===== src/edfs_pkg.sv =====
`timescale 1ns / 1ps
`default_nettype none
// ----------------------------------------------------------------------------
// edfs_pkg
// Shared constants, controller states and control/status words of the
// earliest-deadline-first scheduler.
// ----------------------------------------------------------------------------
package edfs_pkg;

    localparam int EDFS_READY_SLOTS = 16;
    localparam int EDFS_TIME_BITS   = 16;
    localparam int ID_W             = 8;
    localparam int FIELD_W          = 16;

    localparam logic OP_ARRIVAL = 1'b0;

    typedef enum logic [3:0] {
        S_IDLE,
        S_SCAN,
        S_ARRIVE,
        S_PRE,
        S_RETIRE,
        S_RESCAN,
        S_START,
        S_FINAL,
        S_OUT
    } t_state;

    typedef struct packed {
        logic latch_in;
        logic scan_start;
        logic scan_free;
        logic do_arrive;
        logic do_swap;
        logic do_retire;
        logic do_start;
        logic do_final;
        logic load_out;
    } t_dp_cmd;

    typedef struct packed {
        logic op;
        logic scan_busy;
        logic found;
        logic preempt;
        logic retire;
        logic run_valid;
        logic swapped;
        logic out_free;
    } t_dp_stat;

endpackage
`default_nettype wire


===== src/edf_preemptive_scheduler.sv =====
`timescale 1ns / 1ps
`default_nettype none
// ----------------------------------------------------------------------------
// edf_preemptive_scheduler
// Preemptive earliest-deadline-first scheduler with a ready table and one
// running task; arrival words store tasks, tick words schedule and advance.
// ----------------------------------------------------------------------------
// One word at a time. Every word starts with a scan of the ready table, one
// slot per cycle through the table memory read port, before an arrival or a
// tick goes on to its result. A tick whose preempting task retires at once
// needs a second scan. The result waits in an output register; the next word
// is taken while it waits.
// ----------------------------------------------------------------------------
module edf_preemptive_scheduler
    import edfs_pkg::*;
#(
    parameter int READY_SLOTS = EDFS_READY_SLOTS,
    parameter int TIME_BITS   = EDFS_TIME_BITS
) (
    input  logic               i_clk,
    input  logic               i_rst_n,
    input  logic               i_in_valid,
    output logic               o_in_ready,
    input  logic               i_op,
    input  logic [ID_W-1:0]    i_task_id,
    input  logic [FIELD_W-1:0] i_task_length,
    input  logic [FIELD_W-1:0] i_task_deadline,
    output logic               o_out_valid,
    input  logic               i_out_ready,
    output logic               o_arrival_accepted,
    output logic               o_running_valid,
    output logic [ID_W-1:0]    o_running_task,
    output logic               o_task_started,
    output logic               o_retired_valid,
    output logic [ID_W-1:0]    o_retired_task,
    output logic               o_deadline_missed,
    output logic [FIELD_W-1:0] o_current_tick
);

    t_dp_cmd  w_cmd;
    t_dp_stat w_stat;

    edfs_ctrl u_ctrl (
        .i_clk      (i_clk),
        .i_rst_n    (i_rst_n),
        .i_in_valid (i_in_valid),
        .i_op       (i_op),
        .i_stat     (w_stat),
        .o_cmd      (w_cmd),
        .o_in_ready (o_in_ready)
    );

    edfs_dpath #(
        .READY_SLOTS (READY_SLOTS),
        .TIME_BITS   (TIME_BITS)
    ) u_dpath (
        .i_clk              (i_clk),
        .i_rst_n            (i_rst_n),
        .i_cmd              (w_cmd),
        .o_stat             (w_stat),
        .i_op               (i_op),
        .i_task_id          (i_task_id),
        .i_task_length      (i_task_length),
        .i_task_deadline    (i_task_deadline),
        .i_out_ready        (i_out_ready),
        .o_out_valid        (o_out_valid),
        .o_arrival_accepted (o_arrival_accepted),
        .o_running_valid    (o_running_valid),
        .o_running_task     (o_running_task),
        .o_task_started     (o_task_started),
        .o_retired_valid    (o_retired_valid),
        .o_retired_task     (o_retired_task),
        .o_deadline_missed  (o_deadline_missed),
        .o_current_tick     (o_current_tick)
    );

    a_missed_needs_retire: assert property (@(posedge i_clk) disable iff (!i_rst_n)
        (o_out_valid && o_deadline_missed) |-> o_retired_valid)
        else $error("deadline miss reported without a retired task");

    a_started_is_running: assert property (@(posedge i_clk) disable iff (!i_rst_n)
        (o_out_valid && o_task_started) |-> o_running_valid)
        else $error("task started but nothing running");

    a_arrival_no_tick_flags: assert property (@(posedge i_clk) disable iff (!i_rst_n)
        (o_out_valid && o_arrival_accepted) |-> (!o_retired_valid && !o_task_started))
        else $error("arrival word carries tick results");

    a_one_word_at_a_time: assert property (@(posedge i_clk) disable iff (!i_rst_n)
        (i_in_valid && o_in_ready) |=> !o_in_ready)
        else $error("second word taken while one is in progress");

endmodule
`default_nettype wire


===== src/edfs_ctrl.sv =====
`timescale 1ns / 1ps
`default_nettype none
// ----------------------------------------------------------------------------
// edfs_ctrl
// Sequencer of the scheduler: scan, arrive, preempt, retire, start, advance, output.
// ----------------------------------------------------------------------------
module edfs_ctrl
    import edfs_pkg::*;
(
    input  logic     i_clk,
    input  logic     i_rst_n,
    input  logic     i_in_valid,
    input  logic     i_op,
    input  t_dp_stat i_stat,
    output t_dp_cmd  o_cmd,
    output logic     o_in_ready
);

    t_state r_state;
    t_state n_state;

    always_ff @(posedge i_clk) begin
        if (!i_rst_n) begin
            r_state <= S_IDLE;
        end else begin
            r_state <= n_state;
        end
    end

    always_comb begin
        n_state = r_state;
        case (r_state)
            S_IDLE: begin
                if (i_in_valid) begin
                    n_state = S_SCAN;
                end
            end
            S_SCAN: begin
                if (!i_stat.scan_busy) begin
                    n_state = (i_stat.op == OP_ARRIVAL) ? S_ARRIVE : S_PRE;
                end
            end
            S_ARRIVE: n_state = S_OUT;
            S_PRE:    n_state = S_RETIRE;
            S_RETIRE: begin
                if (i_stat.run_valid && !i_stat.retire) begin
                    n_state = S_FINAL;
                end else if (i_stat.swapped) begin
                    n_state = S_RESCAN;
                end else begin
                    n_state = S_START;
                end
            end
            S_RESCAN: begin
                if (!i_stat.scan_busy) begin
                    n_state = S_START;
                end
            end
            S_START: n_state = S_FINAL;
            S_FINAL: n_state = S_OUT;
            S_OUT: begin
                if (i_stat.out_free) begin
                    n_state = S_IDLE;
                end
            end
            default: n_state = S_IDLE;
        endcase
    end

    always_comb begin
        o_cmd      = '0;
        o_in_ready = 1'b0;
        case (r_state)
            S_IDLE: begin
                o_in_ready = 1'b1;
                if (i_in_valid) begin
                    o_cmd.latch_in   = 1'b1;
                    o_cmd.scan_start = 1'b1;
                    o_cmd.scan_free  = (i_op == OP_ARRIVAL);
                end
            end
            S_ARRIVE: o_cmd.do_arrive = i_stat.found;
            S_PRE:    o_cmd.do_swap   = i_stat.preempt;
            S_RETIRE: begin
                o_cmd.do_retire  = i_stat.retire;
                o_cmd.scan_start = (!i_stat.run_valid || i_stat.retire) && i_stat.swapped;
            end
            S_START:  o_cmd.do_start = i_stat.found;
            S_FINAL:  o_cmd.do_final = 1'b1;
            S_OUT:    o_cmd.load_out = i_stat.out_free;
            default: begin
                o_cmd = '0;
            end
        endcase
    end

endmodule
`default_nettype wire


===== src/edfs_dpath.sv =====
`timescale 1ns / 1ps
`default_nettype none
// ----------------------------------------------------------------------------
// edfs_dpath
// Ready table, slot scan, running task, time counter and result register.
// ----------------------------------------------------------------------------
module edfs_dpath
    import edfs_pkg::*;
#(
    parameter int READY_SLOTS = EDFS_READY_SLOTS,
    parameter int TIME_BITS   = EDFS_TIME_BITS
) (
    input  logic               i_clk,
    input  logic               i_rst_n,
    input  t_dp_cmd            i_cmd,
    output t_dp_stat           o_stat,
    input  logic               i_op,
    input  logic [ID_W-1:0]    i_task_id,
    input  logic [FIELD_W-1:0] i_task_length,
    input  logic [FIELD_W-1:0] i_task_deadline,
    input  logic               i_out_ready,
    output logic               o_out_valid,
    output logic               o_arrival_accepted,
    output logic               o_running_valid,
    output logic [ID_W-1:0]    o_running_task,
    output logic               o_task_started,
    output logic               o_retired_valid,
    output logic [ID_W-1:0]    o_retired_task,
    output logic               o_deadline_missed,
    output logic [FIELD_W-1:0] o_current_tick
);

    localparam int IDX_W = $clog2(READY_SLOTS);
    localparam logic [IDX_W-1:0] LAST_IDX = IDX_W'(READY_SLOTS - 1);

    typedef struct packed {
        logic [ID_W-1:0]      id;
        logic [TIME_BITS-1:0] rem;
        logic [TIME_BITS-1:0] dl;
    } t_entry;

    t_entry                 r_mem [READY_SLOTS];
    t_entry                 r_rdata;
    logic [READY_SLOTS-1:0] r_used;

    logic                 r_op;
    logic [ID_W-1:0]      r_in_id;
    logic [TIME_BITS-1:0] r_in_len;
    logic [TIME_BITS-1:0] r_in_dl;
    logic [TIME_BITS-1:0] r_tick_snap;

    logic                 r_scan_act;
    logic                 r_scan_free;
    logic [IDX_W-1:0]     r_scan_idx;
    logic                 r_cmp_vld;
    logic [IDX_W-1:0]     r_cmp_idx;
    logic                 r_found;
    logic [IDX_W-1:0]     r_best;
    logic [TIME_BITS-1:0] r_best_dl;

    logic                 r_run_valid;
    logic [ID_W-1:0]      r_run_id;
    logic [TIME_BITS-1:0] r_run_rem;
    logic [TIME_BITS-1:0] r_run_dl;
    logic [TIME_BITS-1:0] r_now;

    logic            r_accepted;
    logic            r_started;
    logic            r_retired;
    logic [ID_W-1:0] r_ret_id;
    logic            r_missed;
    logic            r_swapped;

    logic               r_out_valid;
    logic               r_out_acc;
    logic               r_out_run_valid;
    logic [ID_W-1:0]    r_out_run_id;
    logic               r_out_started;
    logic               r_out_retired;
    logic [ID_W-1:0]    r_out_ret_id;
    logic               r_out_missed;
    logic [FIELD_W-1:0] r_out_tick;

    logic [31:0]      w_len_ext;
    logic [31:0]      w_dl_ext;
    logic [31:0]      w_tick_ext;
    logic [IDX_W-1:0] w_rd_addr;
    logic             w_we;
    t_entry           w_wdata;
    logic             w_hit;
    logic             w_out_free;

    assign w_len_ext  = 32'(i_task_length);
    assign w_dl_ext   = 32'(i_task_deadline);
    assign w_tick_ext = 32'(r_tick_snap);

    assign w_rd_addr  = r_scan_act ? r_scan_idx : r_best;
    assign w_we       = i_cmd.do_arrive | i_cmd.do_swap;
    assign w_wdata    = i_cmd.do_arrive ? t_entry'{r_in_id, r_in_len, r_in_dl}
                                        : t_entry'{r_run_id, r_run_rem, r_run_dl};

    assign w_hit = r_scan_free
        ? (!r_found && !r_used[r_cmp_idx])
        : (r_used[r_cmp_idx] && (!r_found || (r_rdata.dl < r_best_dl)));

    assign w_out_free = !r_out_valid || i_out_ready;

    always_ff @(posedge i_clk) begin
        if (w_we) begin
            r_mem[r_best] <= w_wdata;
        end
        r_rdata <= r_mem[w_rd_addr];
    end

    always_ff @(posedge i_clk) begin
        if (i_cmd.latch_in) begin
            r_op        <= i_op;
            r_in_id     <= i_task_id;
            r_in_len    <= w_len_ext[TIME_BITS-1:0];
            r_in_dl     <= w_dl_ext[TIME_BITS-1:0];
            r_tick_snap <= r_now;
        end
    end

    always_ff @(posedge i_clk) begin
        if (!i_rst_n) begin
            r_scan_act  <= 1'b0;
            r_scan_free <= 1'b0;
            r_scan_idx  <= '0;
            r_cmp_vld   <= 1'b0;
            r_cmp_idx   <= '0;
            r_found     <= 1'b0;
        end else begin
            r_cmp_vld <= r_scan_act;
            r_cmp_idx <= r_scan_idx;
            if (i_cmd.scan_start) begin
                r_scan_act  <= 1'b1;
                r_scan_free <= i_cmd.scan_free;
                r_scan_idx  <= '0;
                r_found     <= 1'b0;
            end else begin
                if (r_scan_act) begin
                    if (r_scan_idx == LAST_IDX) begin
                        r_scan_act <= 1'b0;
                    end else begin
                        r_scan_idx <= r_scan_idx + IDX_W'(1);
                    end
                end
                if (r_cmp_vld && w_hit) begin
                    r_found <= 1'b1;
                end
            end
        end
    end

    always_ff @(posedge i_clk) begin
        if (r_cmp_vld && w_hit) begin
            r_best    <= r_cmp_idx;
            r_best_dl <= r_rdata.dl;
        end
    end

    always_ff @(posedge i_clk) begin
        if (!i_rst_n) begin
            r_used <= '0;
        end else if (i_cmd.do_arrive) begin
            r_used[r_best] <= 1'b1;
        end else if (i_cmd.do_start) begin
            r_used[r_best] <= 1'b0;
        end
    end

    always_ff @(posedge i_clk) begin
        if (!i_rst_n) begin
            r_run_valid <= 1'b0;
            r_run_id    <= '0;
            r_run_rem   <= '0;
            r_run_dl    <= '0;
            r_now       <= '0;
        end else begin
            if (i_cmd.do_swap || i_cmd.do_start) begin
                r_run_valid <= 1'b1;
                r_run_id    <= r_rdata.id;
                r_run_rem   <= r_rdata.rem;
                r_run_dl    <= r_rdata.dl;
            end else if (i_cmd.do_retire) begin
                r_run_valid <= 1'b0;
                r_run_id    <= '0;
                r_run_rem   <= '0;
                r_run_dl    <= '0;
            end else if (i_cmd.do_final && r_run_valid && (r_run_rem != '0)) begin
                r_run_rem <= r_run_rem - TIME_BITS'(1);
            end
            if (i_cmd.do_final && (r_now != {TIME_BITS{1'b1}})) begin
                r_now <= r_now + TIME_BITS'(1);
            end
        end
    end

    always_ff @(posedge i_clk) begin
        if (!i_rst_n) begin
            r_accepted <= 1'b0;
            r_started  <= 1'b0;
            r_retired  <= 1'b0;
            r_ret_id   <= '0;
            r_missed   <= 1'b0;
            r_swapped  <= 1'b0;
        end else if (i_cmd.latch_in) begin
            r_accepted <= 1'b0;
            r_started  <= 1'b0;
            r_retired  <= 1'b0;
            r_ret_id   <= '0;
            r_missed   <= 1'b0;
            r_swapped  <= 1'b0;
        end else begin
            if (i_cmd.do_arrive) begin
                r_accepted <= 1'b1;
            end
            if (i_cmd.do_swap) begin
                r_started <= 1'b1;
                r_swapped <= 1'b1;
            end
            if (i_cmd.do_start) begin
                r_started <= 1'b1;
            end
            if (i_cmd.do_retire) begin
                r_retired <= 1'b1;
                r_ret_id  <= r_run_id;
                r_missed  <= (r_run_rem != '0);
            end
        end
    end

    always_ff @(posedge i_clk) begin
        if (!i_rst_n) begin
            r_out_valid <= 1'b0;
        end else if (i_cmd.load_out) begin
            r_out_valid <= 1'b1;
        end else if (i_out_ready) begin
            r_out_valid <= 1'b0;
        end
    end

    always_ff @(posedge i_clk) begin
        if (i_cmd.load_out) begin
            r_out_acc       <= r_accepted;
            r_out_run_valid <= r_run_valid;
            r_out_run_id    <= r_run_valid ? r_run_id : '0;
            r_out_started   <= r_started;
            r_out_retired   <= r_retired;
            r_out_ret_id    <= r_ret_id;
            r_out_missed    <= r_missed;
            r_out_tick      <= w_tick_ext[FIELD_W-1:0];
        end
    end

    assign o_stat.op        = r_op;
    assign o_stat.scan_busy = r_scan_act | r_cmp_vld;
    assign o_stat.found     = r_found;
    assign o_stat.preempt   = r_run_valid && r_found && (r_best_dl < r_run_dl);
    assign o_stat.retire    = r_run_valid && ((r_run_rem == '0) || (r_now == r_run_dl));
    assign o_stat.run_valid = r_run_valid;
    assign o_stat.swapped   = r_swapped;
    assign o_stat.out_free  = w_out_free;

    assign o_out_valid        = r_out_valid;
    assign o_arrival_accepted = r_out_acc;
    assign o_running_valid    = r_out_run_valid;
    assign o_running_task     = r_out_run_id;
    assign o_task_started     = r_out_started;
    assign o_retired_valid    = r_out_retired;
    assign o_retired_task     = r_out_ret_id;
    assign o_deadline_missed  = r_out_missed;
    assign o_current_tick     = r_out_tick;

endmodule
`default_nettype wire

===== config.mk =====
export PLATFORM = sky130hd
export DESIGN_NAME = edf_preemptive_scheduler
export DESIGN_NICKNAME = d
export VERILOG_FILES = /design/src/edfs_pkg.sv /design/src/edf_preemptive_scheduler.sv /design/src/edfs_ctrl.sv /design/src/edfs_dpath.sv
export SDC_FILE = /design/constraint.sdc
export NUM_CORES = 1
export LEC_CHECK = 0
export ABC_CLOCK_PERIOD_IN_PS = 15700
export BUFFER_PORTS_ARGS = -buffer_cell sky130_fd_sc_hd__buf_2
export CORE_ASPECT_RATIO = 1.75
export CORE_MARGIN = 5
export CORE_UTILIZATION = 64
export CTS_BUF_LIST = sky130_fd_sc_hd__clkbuf_4 sky130_fd_sc_hd__clkbuf_8
export DETAILED_ROUTE_END_ITERATION = 12
export GPL_TIMING_DRIVEN = 1
export PLACE_DENSITY_LB_ADDON = 0.3
export SYNTH_ARGS = -nofsm -noshare
export SYNTH_HDL_FRONTEND = slang
export SYNTH_SLANG_ARGS = --single-unit

===== constraint.sdc =====
create_clock -name i_clk -period 15.7 [get_ports i_clk]
set_clock_uncertainty 0.1 [all_clocks]
set_input_delay 3.14 -clock i_clk [delete_from_list [all_inputs] [get_ports i_clk]]
set_output_delay 3.14 -clock i_clk [all_outputs]
set_load 0.02 [all_outputs]

==> results of run 1 <==
[layer usage]
metal | routed length, um | up-vias | part of all wire | global-route usage
met1 | 28000 | 9687 | 0.36 | 0.346
met5 | 0 | - | 0 | 0
met2 | 40600 | 935 | 0.53 | 0.467
met3 | 6200 | 168 | 0.080 | 0.0414
met4 | 2430 | 0 | 0.032 | 0.0907
li1 | - | 8138 | - | -
[cells by family after synthesis]
group	after synthesis	synth area share
fa+ha+maj	34	0.0123
compound gates	227	0.0413
xor+xnor	42	0.0107
buf+inv	146	0.0170
flops	897	0.738
simple gates	442	0.0611
mux	203	0.119
[flip-flops by register name, summed over array words and instances (netlist names), 8 cells and up, named ones only]
register / count
u_dpath.r_best_dl: 16
u_dpath.o_retired_task: 8
u_dpath.r_run_rem: 16
u_dpath.r_rdata: 40
u_dpath.r_ret_id: 8
u_dpath.r_mem: 640
u_dpath.r_run_id: 8
u_dpath.r_run_dl: 16
u_dpath.r_in_id: 8
u_dpath.r_tick_snap: 16
u_dpath.o_current_tick: 16
u_dpath.r_now: 16
u_dpath.r_in_dl: 16
u_dpath.r_in_len: 16
u_dpath.o_running_task: 8
[layout make-up]
| type | count | area [um^2] |
|---|---|---|
| diodes | 3 | 7.51 |
| clock buffers | 174 | 2110 |
| clock inverters | 47 | 398 |
| fillers | 3134 | 15000 |
| inverters | 42 | 158 |
| multi-input cells | 948 | 8600 |
| flip-flops and latches | 897 | 25500 |
| well taps | 684 | 856 |
| repair buffers | 133 | 791 |
[cell usage in the layout (no fill, tap or decap), drive strengths merged, types with 2 or more instances in the layout]
cell type  count
and3           6
o21ai         34
a21o           4
a22o           3
nand4b         3
nor2          71
nand3b         2
nand2        171
nor3          31
nand4         10
xor2          23
a21oi         66
mux2i         14
o311a          2
buf          133
dfxtp        143
and4b          2
edfxtp       754
a31oi         45
mux4         164
or3            7
bufinv         7
diode          3
mux2          25
ha            34
nand3         49
xnor2         19
clkbuf       174
clkinv        37
a311oi         4
nor4          16
clkinvlp       3
and4           2
a211oi        56
inv           42
nand2b         9
nor2b          3
and2          54
[power breakdown]
group | total (mW) | switching, mW | leakage [nW] | internal [mW]
clock network | 1.80 | 0.824 | 1.33 | 0.978
registers | 2.71 | 0.0590 | 8.38 | 2.65
logic | 0.412 | 0.236 | 3.56 | 0.176
[stage by stage]
step                      hold WS (ns)  setup slack, ns
after global routing             0.321             9.53
after global placement           0.303            10.08
final                            0.314            10.13
after detailed placement         0.305             9.99
after CTS                        0.315             9.99
after floorplan                  0.300             9.60
[path summary, 6_finish.rpt]
kind | start | end | slack [ns] | cells after the start
max | u_dpath.r_scan_act | u_dpath.r_rdata[33] | 10.13 | 9
min | u_dpath.r_tick_snap[1] | u_dpath.o_current_tick[1] | 0.31 | 0
max reg2reg | u_dpath.r_scan_act | u_dpath.r_rdata[33] | 10.13 | 9
min reg2reg | u_dpath.r_tick_snap[1] | u_dpath.o_current_tick[1] | 0.31 | 0
==> flow_metrics.env, run 1 <==
export IMPL_synthFlopType="edfxtp_1"
export IMPL_netlist_top_cells_area="edfxtp_1 (66%), mux4_2 (11%), dfxtp_1 (8.3%)"
export IMPL_cp_end_kind="register"
export IMPL_worst_ep_arrival_time_ns=6.02
export IMPL_slew_headroom=0.169
export IMPL_crit_top_cell="buf_4"
export IMPL_yosysTopAreaCell="edfxtp_1"
export IMPL_clk_pin_slew_worst_paths_ns=0.07
export IMPL_synth_edf_count=754
export IMPL_seq_area_frac_synth=0.738
export IMPL_avgSynthCellArea_um2=17.3
export IMPL_crit_fanout=45
export IMPL_tightestPinTransition_ns=1.24
export IMPL_cts_sinks=897
export IMPL_fin_crit_ns=5.57
export IMPL_ys_types=60
export IMPL_hold_viol=0
export IMPL_cpPeakStageDelay_ns=0.82
export IMPL_wire_per_inst_um=26.4
export IMPL_power_density_nw_per_um2=128
export IMPL_grt_pass1_wl_mm=116
export IMPL_dieArea_um2=58900
export IMPL_dpl_cell_count=2704
export IMPL_io_buffers=83
export IMPL_ctsHoldBuffers=0
export IMPL_core_rowCount=112
export IMPL_hold_path_class="register to register"
export IMPL_path_cells="mux2i_4 > buf_4 > buf_4 > buf_4 > buf_4 > mux4_2 > and2_1 > a211oi_1 > a31oi_1"
export IMPL_synth_most_common_cell="edfxtp_1"
export IMPL_cts_buffer_depth=3
export IMPL_maxCapViolations=0
export IMPL_finalCritPeriodShare=0.355
export IMPL_synth_area_um2=34500
export IMPL_power_total_mw=4.92
export IMPL_layout_drive_gt1_share=0.248
export IMPL_ir_worst_vdd_v=0.0000830
export IMPL_startpoint_type="register"
export IMPL_dieHeight_um=317
export IMPL_yosys_warnings=0
export IMPL_final_cell_area_um2=38400
export IMPL_ys_ff_latch=897
export IMPL_area_growth_pct=11.3
export IMPL_critical_path_class="register to register"
export IMPL_dp_hpwl_mm=41.9
export IMPL_cts_inserted_buffers=117
export IMPL_overflow=0
export IMPL_cp_slowest_cell="buf_4"
export IMPL_wl_mm=77.2
export IMPL_synthTopCellsByCount="edfxtp_1 (754), nand2_1 (171), mux4_2 (164)"
export IMPL_remaining_drc_errors=0
export IMPL_p_leak_nw=13.3
export IMPL_gp_congestion=0.866
export IMPL_cts_root_buffer="clkbuf_8"
export IMPL_die_width_um=186
export IMPL_path_buf_inv=4
export IMPL_yosysTopAreaCellShare=0.656
export IMPL_vias_per_cell=6.46
export IMPL_synthArstFlopShare=0
export IMPL_clkLatencyLatePin_ns=0.72
export IMPL_drt_iter0_markers=1649
export IMPL_postCtsSetupRepairBufs=0
export IMPL_final_max_slew_viol_count=0
export IMPL_placed_area_um2=35900
export IMPL_grt_setup_unrepaired="false"
export IMPL_grt_pass1_vias=19400
export IMPL_antenna_left=0
export IMPL_status="finished, final reports clean"
export IMPL_dr_pass1_iters=6
export IMPL_antenna_found_initial=3
export IMPL_critPathRequiredTime_ns=16.14
export IMPL_final_instance_count_excl_fill=2928
export IMPL_post_route_util=0.720
export IMPL_grt_max_degree=68
export IMPL_core_region_area_um2=53400
export IMPL_synth_nets=2070
export IMPL_crit_family="buffers and inverters"
export IMPL_nets=2218
export IMPL_cts_tree="built"
export IMPL_vias=18900
export IMPL_ios=84
export IMPL_grt_total_usage=0.267
export IMPL_fmax_ghz=0.179
export IMPL_start_util=0.647
export IMPL_htreeDepth=3
export IMPL_final_setup_viol_count=0
export IMPL_syn_inst=1991
export IMPL_cts_resized=0
export IMPL_timing_setup_tns_ns=0
Power figures use the tool's default switching activity.
==> run 2: changes to the inputs <==
Settings changed: ABC_CLOCK_PERIOD_IN_PS 15700 to 4850, CORE_UTILIZATION 64 to 58.
Clock period 15.7 ns to 4.85 ns, I/O delays scaled along.
==> run 2 against run 1 <==
  * Die area is 9.9% higher
  * Utilization is 6.1 points lower
  * Register-to-register slack worse by 9.0 ns
  * Non-clock buffer count is 7 higher
  * Sequential power grew to 3.2 times the previous value
  * Combinational power grew to 3.4 times the previous value
  * Clock-buffer cell count stayed put
  * Flip-flop and latch count stayed put
  * Worst hold slack worse by 0.019 ns
  * Final cell count is 3.6% higher
==> flow_metrics.env, run 2 (synthesized netlist as in run 1, its figures left out) <==
export IMPL_cts_buffer_depth=3
export IMPL_grt_pass1_wl_mm=118
export IMPL_startpoint_type="register"
export IMPL_worst_slack_ns=1.13
export IMPL_wire_per_inst_um=25.6
export IMPL_met1_usage=0.294
export IMPL_io_buffers=83
export IMPL_regMostFlops="u_dpath.r_mem"
export IMPL_tightestPinTransition_ns=1.37
export IMPL_dp_hpwl_mm=47.5
export IMPL_grt_max_degree=100
export IMPL_cts_inserted_buffers=118
export IMPL_grt_pass1_vias=19700
export IMPL_clkLatencyLatePin_ns=0.74
export IMPL_cts_sinks=897
export IMPL_slew_headroom=0.0795
export IMPL_finalCritPeriodShare=0.767
export IMPL_busiest_layer="met2"
export IMPL_critical_path_class="register to register"
export IMPL_critPathRequiredTime_ns=5.09
export IMPL_hold_viol=0
export IMPL_antenna_found_initial=1
export IMPL_power_total_mw=16.2
export IMPL_wl_mm=77.7
export IMPL_power_density_nw_per_um2=417
export IMPL_area_growth_pct=12.6
export IMPL_timing_hold_ws_ns=0.295
export IMPL_antenna_left=0
export IMPL_gp_congestion=0.856
export IMPL_final_max_slew_viol_count=0
export IMPL_nets=2226
export IMPL_met3_usage=0.0404
export IMPL_core_rowCount=118
export IMPL_hold_path_class="primary input to register"
export IMPL_postCtsSetupRepairBufs=0
export IMPL_ir_worst_vdd_v=0.000260
export IMPL_cp_end_kind="register"
export IMPL_status="finished, final reports clean"
export IMPL_fin_crit_ns=3.72
export IMPL_fmax_ghz=0.269
export IMPL_remaining_drc_errors=0
export IMPL_cts_resized=0
export IMPL_htreeDepth=3
export IMPL_cts_tree="built"
export IMPL_post_route_util=0.659
export IMPL_reg_largest_list="u_dpath.r_mem (640), u_dpath.r_rdata (40)"
export IMPL_die_width_um=194
export IMPL_grt_met2_usage=0.430
export IMPL_p_leak_nw=13.5
export IMPL_vias_per_cell=6.15
export IMPL_layout_drive_gt1_share=0.253
export IMPL_overflow=0
export IMPL_maxCapViolations=0
export IMPL_vias=18600
export IMPL_timing_setup_tns_ns=0
export IMPL_dieHeight_um=333
export IMPL_ios=84
export IMPL_ctsHoldBuffers=0
export IMPL_start_util=0.585
export IMPL_grt_total_usage=0.241
export IMPL_clk_pin_slew_worst_paths_ns=0.07
export IMPL_dieArea_um2=64700
export IMPL_worst_ep_arrival_time_ns=3.96
export IMPL_grt_setup_unrepaired="false"
export IMPL_largest_register_ffs=640
export IMPL_drt_iter0_markers=1616
export IMPL_final_cell_mix="edfxtp_1 (754), nand2_1 (171), mux4_2 (164), dfxtp_1 (143), clkbuf_8 (138)"
export IMPL_dp_slack_ns=1.13
export IMPL_dr_pass1_iters=6
export IMPL_final_setup_viol_count=0
export IMPL_cts_root_buffer="clkbuf_8"
export IMPL_core_region_area_um2=59100
export IMPL_final_common_cell="edfxtp_1"
export IMPL_crit_fanout=40
==> run 2: critical path, stage by stage, from the launching register on <==
cell and delay (ns):
dfxtp_1 0.36, inv_1 0.06, ha_1 0.30, a211oi_1 0.22
o21ai_1 0.14, a41oi_1 0.46, o21bai_1 0.14, a21oi_1 0.32
nor2_2 0.05, buf_4 0.25, nor3_2 0.20, buf_4 0.68
==> run 2: final timing paths <==
path / startpoint / end / slack, ns / cells after the start
setup / recovery: u_dpath.r_run_dl[2] / u_dpath.r_mem[13][32] / 1.13 / 11
hold / removal: i_task_length[5] / u_dpath.r_in_len[5] / 0.30 / 1
setup reg to reg: u_dpath.r_run_dl[2] / u_dpath.r_mem[13][32] / 1.13 / 11
hold reg to reg: u_dpath.r_tick_snap[14] / u_dpath.o_current_tick[14] / 0.32 / 0
==> run 2: area by class of cell <==
type / instances / area [um^2]
fillers: 3986 / 20200
well taps: 780 / 976
repair buffers: 140 / 981
flip-flops and latches: 897 / 25500
clock buffers: 174 / 2170
multi-input cells: 948 / 8660
diodes: 1 / 2.50
inverters: 42 / 158
clock inverters: 50 / 455
==> run 2: layer usage <==
layer  wire [um]  share of wire
met5           0              0
met1       28000           0.36
met4        2380          0.031
met2       41600           0.54
met3        5660          0.073
==> run 2: through the flow <==
stage / area (um^2) / std cells
after floorplan: 34600 / 1991
after global placement: 36300 / 2807
after detailed placement: 36300 / 2807
after CTS: 38900 / 3031
after global routing: 38900 / 3032
final: 38900 / 3032
==> run 2: power by group <==
group	total [mW]	internal, mW	leakage, nW	switching, mW
clock network	6.05	3.31	1.39	2.73
registers	8.77	8.58	8.38	0.188
logic	1.39	0.590	3.74	0.800
total	16.2	12.5	13.5	3.72
